**config.mk**
```make
export PLATFORM = sky130hd
export DESIGN_NAME = pmvs_ctrl
export DESIGN_NICKNAME = d
export VERILOG_FILES = /design/src/rtl/pixel_mean_variance_stack_top_defines.svh /design/src/rtl/pmvs_pkg.sv /design/src/rtl/pmvs_ctrl.sv
export SDC_FILE = /design/constraint.sdc
export NUM_CORES = 1
export LEC_CHECK = 0
export BUFFER_PORTS_ARGS = -buffer_cell sky130_fd_sc_hd__buf_2
export CORE_MARGIN = 1.5
export CORE_UTILIZATION = 30
export CTS_CLUSTER_DIAMETER = 60
export DETAILED_ROUTE_END_ITERATION = 8
export HOLD_SLACK_MARGIN = 0.12
export SYNTH_ARGS = -nofsm -noshare
export SYNTH_HDL_FRONTEND = slang
export SYNTH_SLANG_ARGS = --single-unit
export TNS_END_PERCENT = 50
```
**constraint.sdc**
```tcl
create_clock -name clk -period 1.7 [get_ports clk]
set_input_delay 0.085 -clock clk [delete_from_list [all_inputs] [get_ports clk]]
set_output_delay 0.085 -clock clk [all_outputs]
set_load 0.005 [all_outputs]
```
**src/rtl/pixel_mean_variance_stack_top_defines.svh**
```systemverilog
// Assertion macros for the pixel mean/variance stack.
// Used by the top level only; expects clk and rst_n in scope.
`ifndef PIXEL_MEAN_VARIANCE_STACK_TOP_DEFINES_SVH
`define PIXEL_MEAN_VARIANCE_STACK_TOP_DEFINES_SVH

// Same-cycle implication
`define PMVS_ASSERT_SAME(label, ante, cons, msg) \
  label: assert property (@(posedge clk) disable iff (!rst_n) (ante) |-> (cons)) \
    else $error(msg);

// Next-cycle implication
`define PMVS_ASSERT_NEXT(label, ante, cons, msg) \
  label: assert property (@(posedge clk) disable iff (!rst_n) (ante) |=> (cons)) \
    else $error(msg);

`endif

```
**src/rtl/pmvs_pkg.sv**
```systemverilog
// Shared types, constants and codes for the pixel mean/variance stack.
// No dependencies.
package pmvs_pkg;

  localparam int MAX_PIXELS = 65536;
  localparam int MAX_FRAMES = 4096;
  localparam int PIXEL_BITS = 16;

  localparam int PIX_W  = 16;
  localparam int IDX_W  = 16;
  localparam int SIZE_W = 17;
  localparam int FC_W   = 13;
  localparam int SUM_W  = 28;
  localparam int SQ_W   = 44;
  localparam int QLO_W  = 22;
  localparam int MEAN_W = 24;
  localparam int VAR_W  = 38;
  localparam int DVD_W  = 64;
  localparam int DVS_W  = 26;

  localparam logic [PIX_W-1:0] PIX_MASK = PIX_W'((64'd1 << PIXEL_BITS) - 64'd1);

  // command codes
  localparam logic [1:0] CMD_SAMPLE  = 2'd0;
  localparam logic [1:0] CMD_READ    = 2'd1;
  localparam logic [1:0] CMD_RESTART = 2'd2;

  // result status codes
  localparam logic [2:0] ST_OK         = 3'd0;
  localparam logic [2:0] ST_NO_FRAMES  = 3'd1;
  localparam logic [2:0] ST_LIMIT      = 3'd2;
  localparam logic [2:0] ST_RANGE      = 3'd3;
  localparam logic [2:0] ST_INCOMPLETE = 3'd4;

  typedef struct packed {
    logic [1:0]       cmd;
    logic [PIX_W-1:0] pixel_value;
    logic [IDX_W-1:0] read_index;
  } pmvs_in_t;

  typedef struct packed {
    logic [MEAN_W-1:0] mean_fixed;
    logic [VAR_W-1:0]  variance_fixed;
    logic [FC_W-1:0]   frames_used;
    logic [2:0]        status;
  } pmvs_out_t;

  typedef enum logic [3:0] {
    S_IDLE, S_DEC, S_SWR, S_RLD, S_MUL0, S_MUL1, S_NS, S_DIFF, S_DIVM, S_DIVV, S_RESP
  } pmvs_state_t;

  // controller to datapath
  typedef struct packed {
    logic take;
    logic latch;
    logic smp_write;
    logic rd_cap;
    logic mul0;
    logic mul1;
    logic ns;
    logic diff;
    logic mean_start;
    logic var_start;
    logic cap_var;
    logic load_out;
  } pmvs_cmd_t;

  // datapath to controller
  typedef struct packed {
    logic go_sample;
    logic go_read;
    logic div_done;
    logic out_free;
  } pmvs_stat_t;

endpackage

```
**src/rtl/pmvs_ctrl.sv**
```systemverilog
// Sequencer for sample, readout and housekeeping items.
// Depends on pmvs_pkg.
module pmvs_ctrl import pmvs_pkg::*; (
  input  logic       clk,
  input  logic       rst_n,
  input  logic       in_valid,
  output logic       in_ready,
  input  pmvs_stat_t stat,
  output pmvs_cmd_t  cmd
);
  pmvs_state_t state_r, state_nxt;

  always_ff @(posedge clk) begin
    if (!rst_n) begin
      state_r <= S_IDLE;
    end else begin
      state_r <= state_nxt;
    end
  end

  always_comb begin
    state_nxt = state_r;
    cmd       = '0;
    in_ready  = 1'b0;
    case (state_r)
      S_IDLE: begin
        in_ready = 1'b1;
        cmd.take = in_valid;
        if (in_valid) state_nxt = S_DEC;
      end
      S_DEC: begin
        cmd.latch = 1'b1;
        if (stat.go_sample)    state_nxt = S_SWR;
        else if (stat.go_read) state_nxt = S_RLD;
        else                   state_nxt = S_RESP;
      end
      S_SWR: begin
        cmd.smp_write = 1'b1;
        state_nxt     = S_RESP;
      end
      S_RLD: begin
        cmd.rd_cap = 1'b1;
        state_nxt  = S_MUL0;
      end
      S_MUL0: begin
        cmd.mul0  = 1'b1;
        state_nxt = S_MUL1;
      end
      S_MUL1: begin
        cmd.mul1  = 1'b1;
        state_nxt = S_NS;
      end
      S_NS: begin
        cmd.ns    = 1'b1;
        state_nxt = S_DIFF;
      end
      S_DIFF: begin
        cmd.diff       = 1'b1;
        cmd.mean_start = 1'b1;
        state_nxt      = S_DIVM;
      end
      S_DIVM: begin
        if (stat.div_done) begin
          cmd.var_start = 1'b1;
          state_nxt     = S_DIVV;
        end
      end
      S_DIVV: begin
        if (stat.div_done) begin
          cmd.cap_var = 1'b1;
          state_nxt   = S_RESP;
        end
      end
      S_RESP: begin
        if (stat.out_free) begin
          cmd.load_out = 1'b1;
          state_nxt    = S_IDLE;
        end
      end
      default: state_nxt = S_IDLE;
    endcase
  end
endmodule

```
==> results.json <==
{
  "path_cells": "or2_1 -> nor3_1 -> and2_1 -> buf_2",
  "vdd_drop_max_v": 0.000512,
  "drive_gt1_share_pct": 34.7,
  "crit_fanout": 12,
  "cts_buffers": 3,
  "dpl_worst_slack_ps": 281,
  "nFillCells": 134,
  "ys_seq_area_share_pct": 20.3,
  "worst_pin_slew_ps": 404,
  "grt_max_degree": 14,
  "p_per_area_nw_per_um2": 1480,
  "fin_total_pwr_uw": 757,
  "syn_area_um2": 394,
  "nets": 84,
  "hold_path_class": "primary input to register",
  "drt_iter0_markers": 14,
  "yosys_warnings": 0,
  "cts_sinks": 4,
  "final_cells": 89,
  "vias_per_cell": 5.00,
  "wire_per_inst_um": 10.8,
  "startpoint": "state_r[1]$_SDFFE_PN0P_",
  "setup_viol": 0,
  "dr.pass1.iters": 4,
  "crit_path_max_incr_delay_ps": 410,
  "power_leakage_uw": 0.000243,
  "r2r_setup_slack_ps": 250,
  "worstSetupPathType": "register to output port",
  "drc": 0,
  "synth_top_area_share_pct": 20.3,
  "regMostFlops": "state_r",
  "synth_seq_cells": 4,
  "syn_inst": 56,
  "setup_slack_ps": 161,
  "grt_pass1_wl_um": 1490,
  "h-tree-depth": 1,
  "post_synth.cell_area_avg_um2": 7.04,
  "die_w_um": 39.2,
  "whs_ps": 240,
  "cap_violations": 0,
  "ant_nets": 0,
  "status": "finished, final reports clean",
  "cp_data_required_time_ps": 1620,
  "clock_latency_ps": 240,
  "endpoint_kind": "output port",
  "cts_tree": "done",
  "coreArea_um2": 1170,
  "fmax_mhz": 650,
  "clk_path_buf_depth": 2,
  "ys_top_cells_by_area": "dfxtp_1 (20%), nor3_1 (7.6%), nor2_1 (6.7%)",
  "reg_top3": "state_r (4)",
  "r2r_start": "state_r[1]$_SDFFE_PN0P_",
  "globalplace.congestion": 0.821,
  "hold_viol": 0,
  "synth_top_cell_by_area": "dfxtp_1",
  "syn_to_final_growth_pct": 29.5,
  "initial_core_util_pct": 33.7,
  "place_inst": 85,
  "root_buffer": "clkbuf_4",
  "finalCritPeriodShare_pct": 90.5,
  "design.die.area_um2": 1540,
  "ios": 20,
  "fin_skew_ps": 2.09,
  "yosysUniqueCellTypes": 31,
  "gr-usage-all-layers_pct": 14.6,
  "rsz0062_at_grt": "no",
  "post_cts_buffers": 0,
  "antenna_cells": 0,
  "largest_reg_flops": 4,
  "crit_arrival_ps": 1450,
  "critPathSlowestCell": "dfxtp_1",
  "min_period_ps": 1540,
  "dp_hpwl_um": 681,
  "cts_resized": 0,
  "worstRegToRegCells": 4,
  "drv_slew": 0,
  "worstReg2RegEnd": "state_r[1]$_SDFFE_PN0P_",
  "max_slew_margin_pct": 73.0,
  "gr-total-overflow": 0,
  "clk_pin_slew_ps": 40,
  "fp.dieH_um": 39.2,
  "antenna_found_initial": 0,
  "first_global_vias": 361,
  "num_vias": 445,
  "synthesis.nets": 63,
  "endpoint": "cmd[11]",
  "drt_wl_total_um": 959,
  "finalSetupTns_ps": 0,
  "start_kind": "register",
  "io_buffers": 19,
  "core.rowCount": 12
}
[metal layers]
| layer | GRT usage (%) | vias to the layer above | share of wire (%) | wire length, um |
|---|---|---|---|---|
| met4 | 7.76 | 0 | 2.0 | 19 |
| met5 | 0 | - | 0 | 0 |
| met1 | 18.7 | 193 | 52 | 494 |
| met3 | 3.47 | 2 | 4.4 | 42 |
| li1 | - | 236 | - | - |
| met2 | 22.1 | 14 | 42 | 403 |
[cells by family after synthesis]
family,count (synthesis),synth area share (%)
XOR/XNOR,1,2.22
buffers and inverters,9,14.0
AND/OR/NAND/NOR,32,45.4
AO/OA/AOI/OAI,10,18.1
flip-flops,4,20.3
[metrics by stage]
stage	instance area (um2)	util (%)
2_1_floorplan	394	-
3_3_place_gp	478	40.8
3_5_place_dp	478	40.8
4_1_cts	510	43.6
5_1_grt	510	43.6
6_report	510	43.6
[power breakdown]
part           internal (uW)  switching [uW]
clock                   79.0            39.2
sequential               129            73.1
combinational            208             229
[cells in the final DEF (no fill, tap or decap), types with 2 or more instances in the layout]
cell,Yosys,layout
buf_4,1,2
and2_1,2,2
clkbuf_4,0,3
and4_1,2,2
buf_2,2,19
nor2_1,7,7
nor3_1,6,6
nand2_1,5,5
dfxtp_1,4,4
a21oi_1,2,2
inv_1,3,3
[cell type report]
type	instances	area, um2	area share, %
timing repair buffer	22	120	23.5
clock buffer	3	22.5	4.41
sequential	4	80.1	15.7
multi-input combinational	43	259	50.7
inverter	3	11.3	2.21
tap	14	17.5	3.43
[what timing repair did]
action	in CTS	in global routing
setup endpoints to repair	0	0
hold buffers	1	0
endpoints found under the hold margin	2	0
[synth_stat cells (all sizes together)]
library cell / count
nor2: 7
nor3: 7
buf: 5
nand2: 5
dfxtp: 4
inv: 3
a21oi: 2
and2: 2
and4: 2
a211o: 1
a221oi: 1
and3: 1
clkbuf: 1
nand2b: 1
nand3: 1
nand4: 1
nor2b: 1
nor3b: 1
nor4: 1
o211ai: 1
o21a: 1
o21ai: 1
o22ai: 1
o311ai: 1
o32ai: 1
or2: 1
or2b: 1
xnor2: 1
[worst max-delay path: cells and delay by family, from the launching register on]
| family | cells | cell delay, ps |
|---|---|---|
| buffers and inverters | 1 | 100 |
| DFF | 1 | 410 |
| and+or+nand+nor | 3 | 710 |
[worst min-delay path by stage]
stage,to,slack (ps),cells after the start,start
floorplan,state_r[1]$_SDFFE_PN0P_,200,1,rst_n
finish,state_r[0]$_SDFFE_PN0P_,240,3,stat[2]
detailed placement,state_r[3]$_SDFFE_PN0P_,350,2,rst_n
global route,state_r[0]$_SDFFE_PN0P_,250,3,stat[2]
global placement,state_r[3]$_SDFFE_PN0P_,360,2,rst_n
CTS,state_r[0]$_SDFFE_PN0P_,230,3,stat[2]
Power figures use the tool's default switching activity.
